### config.mk
export PLATFORM = sky130hd
export DESIGN_NAME = servo_bus_transaction_master
export DESIGN_NICKNAME = d
export VERILOG_FILES = /design/src/rtl/svbm_pkg.sv /design/src/rtl/svbm_front.sv /design/src/rtl/svbm_back.sv /design/src/rtl/svbm_out_fifo.sv /design/src/rtl/servo_bus_transaction_master.sv
export SDC_FILE = /design/constraint.sdc
export NUM_CORES = 1
export LEC_CHECK = 0
export ABC_CLOCK_PERIOD_IN_PS = 9200
export BUFFER_PORTS_ARGS = -buffer_cell sky130_fd_sc_hd__clkbuf_2
export CORE_MARGIN = 2
export CORE_UTILIZATION = 43
export CTS_BUF_LIST = sky130_fd_sc_hd__clkbuf_4 sky130_fd_sc_hd__clkbuf_8 sky130_fd_sc_hd__clkbuf_16
export DETAILED_ROUTE_END_ITERATION = 10
export PLACE_DENSITY_LB_ADDON = 0.3
export SKIP_CTS_REPAIR_TIMING = 1
export SYNTH_ARGS = -nofsm -noshare
export SYNTH_HDL_FRONTEND = slang
export SYNTH_HIERARCHICAL = 1
export SYNTH_SLANG_ARGS = --single-unit
### constraint.sdc
create_clock -name clk -period 9.2 [get_ports clk]
set_input_delay 2.3 -clock clk [delete_from_list [all_inputs] [get_ports clk]]
set_output_delay 2.3 -clock clk [all_outputs]
set_load 0.03 [all_outputs]
### src/rtl/svbm_pkg.sv
// ----------------------------------------------------------------------------
// svbm_pkg
// Shared types and constants of the servo bus transaction master.
// ----------------------------------------------------------------------------
package svbm_pkg;

  // input action codes
  localparam logic [1:0] ACT_START = 2'd0;
  localparam logic [1:0] ACT_RX    = 2'd1;
  localparam logic [1:0] ACT_TICK  = 2'd2;

  // configuration register indexes
  localparam logic [1:0] CFG_SERVO_ID       = 2'd0;
  localparam logic [1:0] CFG_HEADER_TIMEOUT = 2'd1;
  localparam logic [1:0] CFG_BODY_TIMEOUT   = 2'd2;

  // completion status codes
  localparam logic [2:0] ST_OK           = 3'd0;
  localparam logic [2:0] ST_TIMEOUT      = 3'd1;
  localparam logic [2:0] ST_HEADER       = 3'd2;
  localparam logic [2:0] ST_WRONG_ID     = 3'd3;
  localparam logic [2:0] ST_SIZE         = 3'd4;
  localparam logic [2:0] ST_BODY_TIMEOUT = 3'd5;
  localparam logic [2:0] ST_CHECKSUM     = 3'd6;

  // result kinds
  localparam logic KIND_TX   = 1'b0;
  localparam logic KIND_DONE = 1'b1;

  // frame constants
  localparam logic [7:0] HDR_BYTE   = 8'hFF;
  localparam logic [7:0] MIN_LENGTH = 8'd2;

  // queue depths
  localparam int CMD_DEPTH = 4;
  localparam int OUT_DEPTH = 4;

  typedef enum logic [1:0] {
    CMD_START,
    CMD_RX,
    CMD_TICK
  } cmd_kind_t;

  // classified request from front to back
  typedef struct packed {
    cmd_kind_t        kind;
    logic [7:0]       instruction;
    logic [2:0]       count;
    logic [3:0][7:0]  params;
    logic [7:0]       rx_byte;
  } cmd_t;

  // one result item
  typedef struct packed {
    logic        kind;
    logic [7:0]  tx_byte;
    logic        tx_last;
    logic [2:0]  status;
    logic [7:0]  servo_error;
    logic [31:0] read_value;
    logic [7:0]  param_count;
  } result_t;

  // settings handed to the back end
  typedef struct packed {
    logic [7:0]  servo_id;
    logic [15:0] header_timeout;
    logic [15:0] body_timeout;
  } cfg_t;

endpackage

### src/rtl/svbm_front.sv
// ----------------------------------------------------------------------------
// svbm_front
// Accepts input requests, classifies them and holds them in a short queue.
// ----------------------------------------------------------------------------
module svbm_front
  import svbm_pkg::*;
#(
  parameter int MAX_TX_PARAMS = 4
) (
  input  logic       clk,
  input  logic       rst,
  input  logic       push,
  output logic       full,
  input  logic [1:0] action,
  input  logic [7:0] instruction,
  input  logic [2:0] param_count,
  input  logic [7:0] param0,
  input  logic [7:0] param1,
  input  logic [7:0] param2,
  input  logic [7:0] param3,
  input  logic [7:0] rx_byte,
  output logic       cmd_valid,
  output cmd_t       cmd,
  input  logic       cmd_pop
);

  localparam int TxLimit = (MAX_TX_PARAMS < 4) ? MAX_TX_PARAMS : 4;
  localparam int PtrW    = $clog2(CMD_DEPTH);
  localparam int CntW    = $clog2(CMD_DEPTH + 1);

  cmd_t            q [CMD_DEPTH];
  logic [PtrW-1:0] wr_ptr;
  logic [PtrW-1:0] rd_ptr;
  logic [CntW-1:0] fill;
  cmd_t            cls;
  logic            cls_keep;
  logic            wr_en;

  // classify the incoming request, unknown actions are dropped
  always_comb begin
    cls             = '0;
    cls_keep        = 1'b1;
    cls.instruction = instruction;
    cls.params      = {param3, param2, param1, param0};
    cls.rx_byte     = rx_byte;
    cls.count       = (param_count > 3'(TxLimit)) ? 3'(TxLimit) : param_count;
    case (action)
      ACT_START: cls.kind = CMD_START;
      ACT_RX:    cls.kind = CMD_RX;
      ACT_TICK:  cls.kind = CMD_TICK;
      default: begin
        cls.kind = CMD_TICK;
        cls_keep = 1'b0;
      end
    endcase
  end

  assign full      = (fill == CntW'(CMD_DEPTH));
  assign cmd_valid = (fill != '0);
  assign cmd       = q[rd_ptr];
  assign wr_en     = push && !full && cls_keep;

  // queue storage
  always_ff @(posedge clk) begin
    if (wr_en) begin
      q[wr_ptr] <= cls;
    end
  end

  // queue pointers
  always_ff @(posedge clk) begin
    if (rst) begin
      wr_ptr <= '0;
      rd_ptr <= '0;
      fill   <= '0;
    end else begin
      if (wr_en) begin
        wr_ptr <= (wr_ptr == PtrW'(CMD_DEPTH - 1)) ? '0 : wr_ptr + 1'b1;
      end
      if (cmd_pop) begin
        rd_ptr <= (rd_ptr == PtrW'(CMD_DEPTH - 1)) ? '0 : rd_ptr + 1'b1;
      end
      fill <= fill + CntW'(wr_en) - CntW'(cmd_pop);
    end
  end

endmodule

### src/rtl/svbm_back.sv
// ----------------------------------------------------------------------------
// svbm_back
// Carries out queued requests: sends command frames and parses the reply.
// ----------------------------------------------------------------------------
module svbm_back
  import svbm_pkg::*;
(
  input  logic    clk,
  input  logic    rst,
  input  cfg_t    cfg,
  input  logic    cmd_valid,
  input  cmd_t    cmd,
  output logic    cmd_pop,
  output logic    res_push,
  output result_t res,
  input  logic    res_full
);

  typedef enum logic [2:0] {
    PH_IDLE,
    PH_HDR1,
    PH_HDR2,
    PH_ID,
    PH_LEN,
    PH_BODY
  } phase_t;

  phase_t          phase;
  logic [7:0]      reply_index;
  logic [7:0]      reply_length;
  logic [7:0]      running_sum;
  logic [7:0]      error_byte;
  logic [31:0]     value_acc;
  logic [15:0]     tick_count;

  // frame being sent
  logic            tx_active;
  logic [3:0]      tx_pos;
  logic [2:0]      f_count;
  logic [7:0]      f_id;
  logic [7:0]      f_instr;
  logic [3:0][7:0] f_params;
  logic [7:0]      f_chk;

  logic [7:0]      start_sum;
  logic [7:0]      tx_sel;
  logic            tx_last;
  logic [1:0]      pidx;
  logic            fin;
  logic [2:0]      fin_status;
  logic [15:0]     tick_next;
  logic            in_body;
  logic [15:0]     limit;
  logic [7:0]      b;

  assign b = cmd.rx_byte;

  // checksum of the frame to start
  always_comb begin
    start_sum = cfg.servo_id + {5'd0, cmd.count} + 8'd2 + cmd.instruction;
    for (int k = 0; k < 4; k++) begin
      if (3'(k) < cmd.count) begin
        start_sum = start_sum + cmd.params[k];
      end
    end
  end

  // transmit byte selection
  always_comb begin
    pidx    = 2'(tx_pos - 4'd5);
    tx_last = (tx_pos == ({1'b0, f_count} + 4'd5));
    case (tx_pos)
      4'd0, 4'd1: tx_sel = HDR_BYTE;
      4'd2:       tx_sel = f_id;
      4'd3:       tx_sel = {5'd0, f_count} + 8'd2;
      4'd4:       tx_sel = f_instr;
      default:    tx_sel = tx_last ? f_chk : f_params[pidx];
    endcase
  end

  // tick counter and active limit
  always_comb begin
    tick_next = (tick_count == 16'hFFFF) ? tick_count : tick_count + 16'd1;
    in_body   = (phase == PH_BODY) && (reply_index != 8'd0);
    limit     = in_body ? cfg.body_timeout : cfg.header_timeout;
  end

  // decide whether this request ends the transaction
  always_comb begin
    fin        = 1'b0;
    fin_status = ST_OK;
    case (cmd.kind)
      CMD_RX: begin
        case (phase)
          PH_HDR1, PH_HDR2: begin
            fin        = (b != HDR_BYTE);
            fin_status = ST_HEADER;
          end
          PH_ID: begin
            fin        = (b != cfg.servo_id);
            fin_status = ST_WRONG_ID;
          end
          PH_LEN: begin
            fin        = (b < MIN_LENGTH);
            fin_status = ST_SIZE;
          end
          PH_BODY: begin
            fin        = (reply_index != 8'd0) && (reply_index == reply_length - 8'd1);
            fin_status = (~running_sum == b) ? ST_OK : ST_CHECKSUM;
          end
          default: fin = 1'b0;
        endcase
      end
      CMD_TICK: begin
        fin        = (phase != PH_IDLE) && (tick_next >= limit);
        fin_status = in_body ? ST_BODY_TIMEOUT : ST_TIMEOUT;
      end
      default: fin = 1'b0;
    endcase
  end

  // result build and handshakes
  always_comb begin
    cmd_pop  = cmd_valid && !tx_active && !res_full;
    res      = '0;
    res_push = 1'b0;
    if (tx_active) begin
      res_push    = !res_full;
      res.kind    = KIND_TX;
      res.tx_byte = tx_sel;
      res.tx_last = tx_last;
    end else begin
      res_push   = cmd_pop && fin;
      res.kind   = KIND_DONE;
      res.status = fin_status;
      if (fin_status == ST_OK) begin
        res.servo_error = error_byte;
        res.read_value  = value_acc;
        res.param_count = reply_length - MIN_LENGTH;
      end
    end
  end

  // state and frame registers
  always_ff @(posedge clk) begin
    if (rst) begin
      phase        <= PH_IDLE;
      tx_active    <= 1'b0;
      tx_pos       <= '0;
      reply_index  <= '0;
      reply_length <= '0;
      running_sum  <= '0;
      error_byte   <= '0;
      value_acc    <= '0;
      tick_count   <= '0;
    end else begin
      // frame emission, one byte a cycle while the result queue is not full
      if (tx_active && !res_full) begin
        tx_pos <= tx_pos + 4'd1;
        if (tx_last) begin
          tx_active <= 1'b0;
        end
      end
      if (cmd_pop) begin
        if (fin) begin
          phase        <= PH_IDLE;
          reply_index  <= '0;
          reply_length <= '0;
          running_sum  <= '0;
          error_byte   <= '0;
          value_acc    <= '0;
          tick_count   <= '0;
        end else begin
          case (cmd.kind)
            CMD_START: begin
              if (phase == PH_IDLE) begin
                phase        <= PH_HDR1;
                tx_active    <= 1'b1;
                tx_pos       <= '0;
                f_count      <= cmd.count;
                f_id         <= cfg.servo_id;
                f_instr      <= cmd.instruction;
                f_params     <= cmd.params;
                f_chk        <= ~start_sum;
                reply_index  <= '0;
                reply_length <= '0;
                running_sum  <= '0;
                error_byte   <= '0;
                value_acc    <= '0;
                tick_count   <= '0;
              end
            end
            CMD_RX: begin
              case (phase)
                PH_HDR1: phase <= PH_HDR2;
                PH_HDR2: phase <= PH_ID;
                PH_ID: begin
                  running_sum <= b;
                  phase       <= PH_LEN;
                end
                PH_LEN: begin
                  reply_length <= b;
                  running_sum  <= running_sum + b;
                  reply_index  <= '0;
                  phase        <= PH_BODY;
                end
                PH_BODY: begin
                  running_sum <= running_sum + b;
                  reply_index <= reply_index + 8'd1;
                  if (reply_index == 8'd0) begin
                    error_byte <= b;
                    tick_count <= '0;
                  end
                  // first four reply parameters, little-endian
                  for (int k = 0; k < 4; k++) begin
                    if (reply_index == 8'(k + 1)) begin
                      value_acc[k*8 +: 8] <= value_acc[k*8 +: 8] | b;
                    end
                  end
                end
                default: phase <= phase;
              endcase
            end
            CMD_TICK: begin
              if (phase != PH_IDLE) begin
                tick_count <= tick_next;
              end
            end
            default: phase <= phase;
          endcase
        end
      end
    end
  end

endmodule

### src/rtl/svbm_out_fifo.sv
// ----------------------------------------------------------------------------
// svbm_out_fifo
// Result queue that parts the back end from the result consumer.
// ----------------------------------------------------------------------------
module svbm_out_fifo
  import svbm_pkg::*;
(
  input  logic    clk,
  input  logic    rst,
  input  logic    push,
  input  result_t wr_item,
  output logic    full,
  input  logic    pop,
  output logic    empty,
  output result_t rd_item
);

  localparam int PtrW = $clog2(OUT_DEPTH);
  localparam int CntW = $clog2(OUT_DEPTH + 1);

  result_t         mem [OUT_DEPTH];
  logic [PtrW-1:0] wr_ptr;
  logic [PtrW-1:0] rd_ptr;
  logic [CntW-1:0] fill;
  logic            wr_en;
  logic            rd_en;

  assign full    = (fill == CntW'(OUT_DEPTH));
  assign empty   = (fill == '0);
  assign rd_item = mem[rd_ptr];
  assign wr_en   = push && !full;
  assign rd_en   = pop && !empty;

  // storage
  always_ff @(posedge clk) begin
    if (wr_en) begin
      mem[wr_ptr] <= wr_item;
    end
  end

  // pointers and fill level
  always_ff @(posedge clk) begin
    if (rst) begin
      wr_ptr <= '0;
      rd_ptr <= '0;
      fill   <= '0;
    end else begin
      if (wr_en) begin
        wr_ptr <= (wr_ptr == PtrW'(OUT_DEPTH - 1)) ? '0 : wr_ptr + 1'b1;
      end
      if (rd_en) begin
        rd_ptr <= (rd_ptr == PtrW'(OUT_DEPTH - 1)) ? '0 : rd_ptr + 1'b1;
      end
      fill <= fill + CntW'(wr_en) - CntW'(rd_en);
    end
  end

endmodule

### src/rtl/servo_bus_transaction_master.sv
// ----------------------------------------------------------------------------
// servo_bus_transaction_master
// Half-duplex servo bus master: command framing and reply checking.
// ----------------------------------------------------------------------------
// A completion passes through the request queue and the result queue on
// its way to the result ports. The back end takes one received byte or
// tick a cycle unless a frame is being sent or the result queue is full,
// and sends a start's frame one byte a cycle while the result queue has room.
// Reset clears both queues and the parse state and loads the register
// defaults: servo id 1, header timeout 5000, body timeout 10000.
// ----------------------------------------------------------------------------
module servo_bus_transaction_master
  import svbm_pkg::*;
#(
  parameter int MAX_TX_PARAMS = 4
) (
  input  logic        clk,
  input  logic        rst,
  // request side
  input  logic        push,
  output logic        full,
  input  logic [1:0]  action,
  input  logic [7:0]  instruction,
  input  logic [2:0]  param_count,
  input  logic [7:0]  param0,
  input  logic [7:0]  param1,
  input  logic [7:0]  param2,
  input  logic [7:0]  param3,
  input  logic [7:0]  rx_byte,
  // result side
  output logic        empty,
  input  logic        pop,
  output logic        result_kind,
  output logic [7:0]  tx_byte,
  output logic        tx_last,
  output logic [2:0]  status,
  output logic [7:0]  servo_error,
  output logic [31:0] read_value,
  output logic [7:0]  reply_param_count,
  // configuration
  input  logic        cfg_valid,
  output logic        cfg_ready,
  input  logic [1:0]  cfg_index,
  input  logic [15:0] cfg_data
);

  cfg_t    cfg;
  logic    cmd_valid;
  cmd_t    cmd;
  logic    cmd_pop;
  logic    res_push;
  result_t res;
  logic    res_full;
  result_t head;

  // configuration registers
  assign cfg_ready = 1'b1;

  always_ff @(posedge clk) begin
    if (rst) begin
      cfg.servo_id       <= 8'd1;
      cfg.header_timeout <= 16'd5000;
      cfg.body_timeout   <= 16'd10000;
    end else if (cfg_valid && cfg_ready) begin
      case (cfg_index)
        CFG_SERVO_ID:       cfg.servo_id       <= cfg_data[7:0];
        CFG_HEADER_TIMEOUT: cfg.header_timeout <= cfg_data;
        CFG_BODY_TIMEOUT:   cfg.body_timeout   <= cfg_data;
        default:            cfg                <= cfg;
      endcase
    end
  end

  svbm_front #(
    .MAX_TX_PARAMS(MAX_TX_PARAMS)
  ) u_front (
    .clk         (clk),
    .rst         (rst),
    .push        (push),
    .full        (full),
    .action      (action),
    .instruction (instruction),
    .param_count (param_count),
    .param0      (param0),
    .param1      (param1),
    .param2      (param2),
    .param3      (param3),
    .rx_byte     (rx_byte),
    .cmd_valid   (cmd_valid),
    .cmd         (cmd),
    .cmd_pop     (cmd_pop)
  );

  svbm_back u_back (
    .clk       (clk),
    .rst       (rst),
    .cfg       (cfg),
    .cmd_valid (cmd_valid),
    .cmd       (cmd),
    .cmd_pop   (cmd_pop),
    .res_push  (res_push),
    .res       (res),
    .res_full  (res_full)
  );

  svbm_out_fifo u_out (
    .clk     (clk),
    .rst     (rst),
    .push    (res_push),
    .wr_item (res),
    .full    (res_full),
    .pop     (pop),
    .empty   (empty),
    .rd_item (head)
  );

  // result ports
  assign result_kind       = head.kind;
  assign tx_byte           = head.tx_byte;
  assign tx_last           = head.tx_last;
  assign status            = head.status;
  assign servo_error       = head.servo_error;
  assign read_value        = head.read_value;
  assign reply_param_count = head.param_count;

endmodule

==> summary.md <==
| Metric | Value |
|---|---|
| Status | completed |
| Final setup fails | 0 |
| Total CTS buffers | 70 |
| DR WL met2 | 31.3 mm |
| Synth top area cells | edfxtp_1 (52%), dfxtp_1 (9.8%), mux4_2 (9.3%) |
| I/O Buffers | 138 |
| #FFs+latches synth | 661 |
| Nets | 2293 |
| Data required time at the worst endpoint | 9.54 ns |
| Async SR Flop Fraction | 0% |
| Share of cells above drive strength 1 | 21.3% |
| Clk root buf | clkbuf_16 |
| Initial core utilization | 43.3% |
| Maxcap violations | 0 |
| CTS tree | built |
| Met1 WL | 27.6 mm |
| Vias in the first global route | 17200 |
| Top-count cell post-synth | edfxtp_1 |
| DR pass1 iterations | 6 |
| Clock latency on the worst-skew pair | 0.61 ns |
| Syn_nets | 2180 |
| Sink Count | 661 |
| Worst setup SP type | flip-flop |
| Sequential area share after synthesis | 62.0% |
| Top sig layer | met5 |
| Final wirelength | 63.6 mm |
| Die W | 267 microns |
| Routability-driven placement congestion ratio | 0.861 |
| ANT nets after route | 0 |
| Crit-path max FO | 24 |
| Largest net degree at the start of global routing | 116 |
| Reg clk slew, reported paths | 0.06 ns |
| Worst Tran Pin Value | 1.12 ns |
| Max Buffers Root-to-Sink | 3 |
| Synth Instances | 1997 |
| Cell Count, Final, Fillers Out | 3050 |
| Area Overhead vs Synth | 12.7% |
| Worst hold-check path type | flip-flop to flip-flop |
| CP Capture Type | flip-flop |
| Ports | 140 |
| R2R cell count | 27 |
| Number of cells on the worst hold path | 2 |
| Chip height | 267 microns |
| CTS H-tree depth | 3 |
| Fin crit share | 80.0% |
| Mapped Area | 29700 sq um |
| Hold WS | 0.472 ns |
| Setup tns final | 0 ns |
| Final hold vios | 0 |
| Leading area contributor after synthesis | edfxtp_1 |
| Reg-to-reg setup timing slack | 1.84 ns |
| GR Util All Layers | 18.1% |
| Distinct cells, synth | 91 |
| Pre-CTS setup slack | 1.94 ns |
| Reg2reg end | u_back/f_chk[7]$_DFFE_PP_ |
| Core ar. | 68500 sq um |
| Met3 wire len | 2.91 mm |
| Global-route wire length before repair | 99.0 mm |
| Type of the worst setup path | flip-flop to flip-flop |
| Hold EP | cfg[20]$_SDFFE_PP0P_ |
| Max transition margin | 23.2% |
| Critical Path AT | 7.70 ns |
| Share of the synthesized area in the top cell type | 52.1% |
| Cells after DPL | 2920 |
| Vias | 16900 |
| Row count | 96 |
| Mean Syn Cell Area | 14.9 sq um |
| Unrepaired setup endpoints after global routing | false |
| Post-synth EDFFs | 515 |
| Yosys warns | 6 |
| Max stage delay on crit path | 0.78 ns |
| Initial drt markers | 1229 |
| DRC Markers | 0 |
| F_max | 136 MHz |
| Hold_sp | cfg[20]$_SDFFE_PP0P_ |
| Max-slew violations | 0 |
| Antenna violations before repair | 4 |
| Most instantiated cells after synthesis | edfxtp_1 (515), dfxtp_1 (146), mux4_2 (122) |
| Post-layout minimum cycle time | 7.36 ns |
| Number of vias per cell | 5.54 |
| HPWL after DPL | 41.2 mm |
| Post-DR wirelength/cell | 20.9 microns |
| Setup Skew | 0.0279 ns |
| Most common flop cell mapped by yosys | edfxtp_1 |
| Worst setup margin | 1.84 ns |
| CP max-delay cell | mux4_2 |
| Total grt overflow | 0 |
| Die footprint | 71100 sq um |
## per-layer routing
layer  GRT usage (%)  vias up
met4            6.24        4
li1                -     7871
met2            30.3      426
met5               0        -
met1            24.1     8474
met3            2.77      111
## worst max path at each step
stage,end,slack [ns],cells past startpoint
6_report,u_back/f_chk[7]$_DFFE_PP_,1.84,27
5_1_grt,u_back/f_chk[7]$_DFFE_PP_,1.34,27
4_1_cts,u_back/f_chk[7]$_DFFE_PP_,1.87,24
3_5_place_dp,u_back/f_chk[7]$_DFFE_PP_,1.94,27
3_3_place_gp,u_back/f_chk[7]$_DFFE_PP_,2.09,24
2_1_floorplan,u_back/f_chk[7]$_DFFE_PP_,2.60,26
## cells by family (layout without fill, tap and decap cells)
family | Yosys count | after routing | share of synthesized area (%)
xor+xnor | 75 | 75 | 2.31
mux | 216 | 216 | 12.5
flops | 661 | 661 | 62.0
other cells | 1 | 2 | 0.0126
buf+inv | 176 | 346 | 2.74
fa+ha+maj | 107 | 107 | 4.76
simple gates | 497 | 497 | 9.51
compound gates | 264 | 264 | 6.19
## cell type report
type | instances | area [sq um]
multi-input combinational | 1160 | 10500
timing repair buffer | 152 | 798
fill | 5756 | 35000
antenna | 1 | 2.50
inverter | 65 | 244
sequential | 661 | 18400
clock buffer | 93 | 1970
tap | 882 | 1100
clock inverter | 36 | 443
## registers in the layout, summed over array words and instances (netlist names), 4 cells and up, named ones only
register / cells
u_back/f_instr: 8
u_back/f_id: 8
u_back/tick_count: 16
u_back/reply_length: 8
u_back/tx_pos: 4
u_back/f_params: 32
u_back/f_chk: 8
u_front/q: 212
u_out/mem: 244
u_back/reply_index: 8
u_back/error_byte: 8
u_back/running_sum: 8
u_back/value_acc: 32
cfg: 40
## stage by stage
| stage | cell area [sq um] | utilization (%) |
|---|---|---|
| 2_1_floorplan | 29700 | - |
| 5_1_grt | 33400 | 48.9 |
| 3_3_place_gp | 31000 | 45.3 |
| 3_5_place_dp | 31000 | 45.3 |
| 4_1_cts | 33400 | 48.9 |
| 6_report | 33400 | 48.9 |
## worst max-delay path, delay by kind of cell (launching register included)
kind            cells  cell delay [ns]
flops               1             0.65
compound gates      7             1.62
fa+ha+maj           6             2.14
mux                 2             1.06
xor+xnor            4             0.60
simple gates        8             1.02
## placed cells by master, fill, tap and decap left out, drive strengths merged, types with 8 or more instances in the layout
master | Yosys | layout
a211oi | 13 | 13
a21o | 17 | 17
a21oi | 60 | 60
a31o | 17 | 17
a31oi | 38 | 38
and2 | 58 | 58
and3 | 18 | 18
buf | 57 | 15
bufinv | 0 | 8
clkbuf | 54 | 230
clkinv | 2 | 23
dfxtp | 146 | 146
edfxtp | 515 | 515
fa | 10 | 10
ha | 97 | 97
inv | 63 | 67
mux2 | 18 | 18
mux2i | 76 | 76
mux4 | 122 | 122
nand2 | 51 | 51
nand2b | 57 | 57
nand3 | 18 | 18
nand3b | 19 | 19
nand4 | 18 | 18
nand4b | 9 | 9
nor2 | 107 | 107
nor2b | 56 | 56
nor3 | 29 | 29
nor3b | 25 | 25
o21ai | 46 | 46
o31ai | 10 | 10
xnor2 | 40 | 40
xor2 | 33 | 33
Power is not shown: default switching activity piles up to over one toggle a cycle in this logic, so the estimate is an artifact.
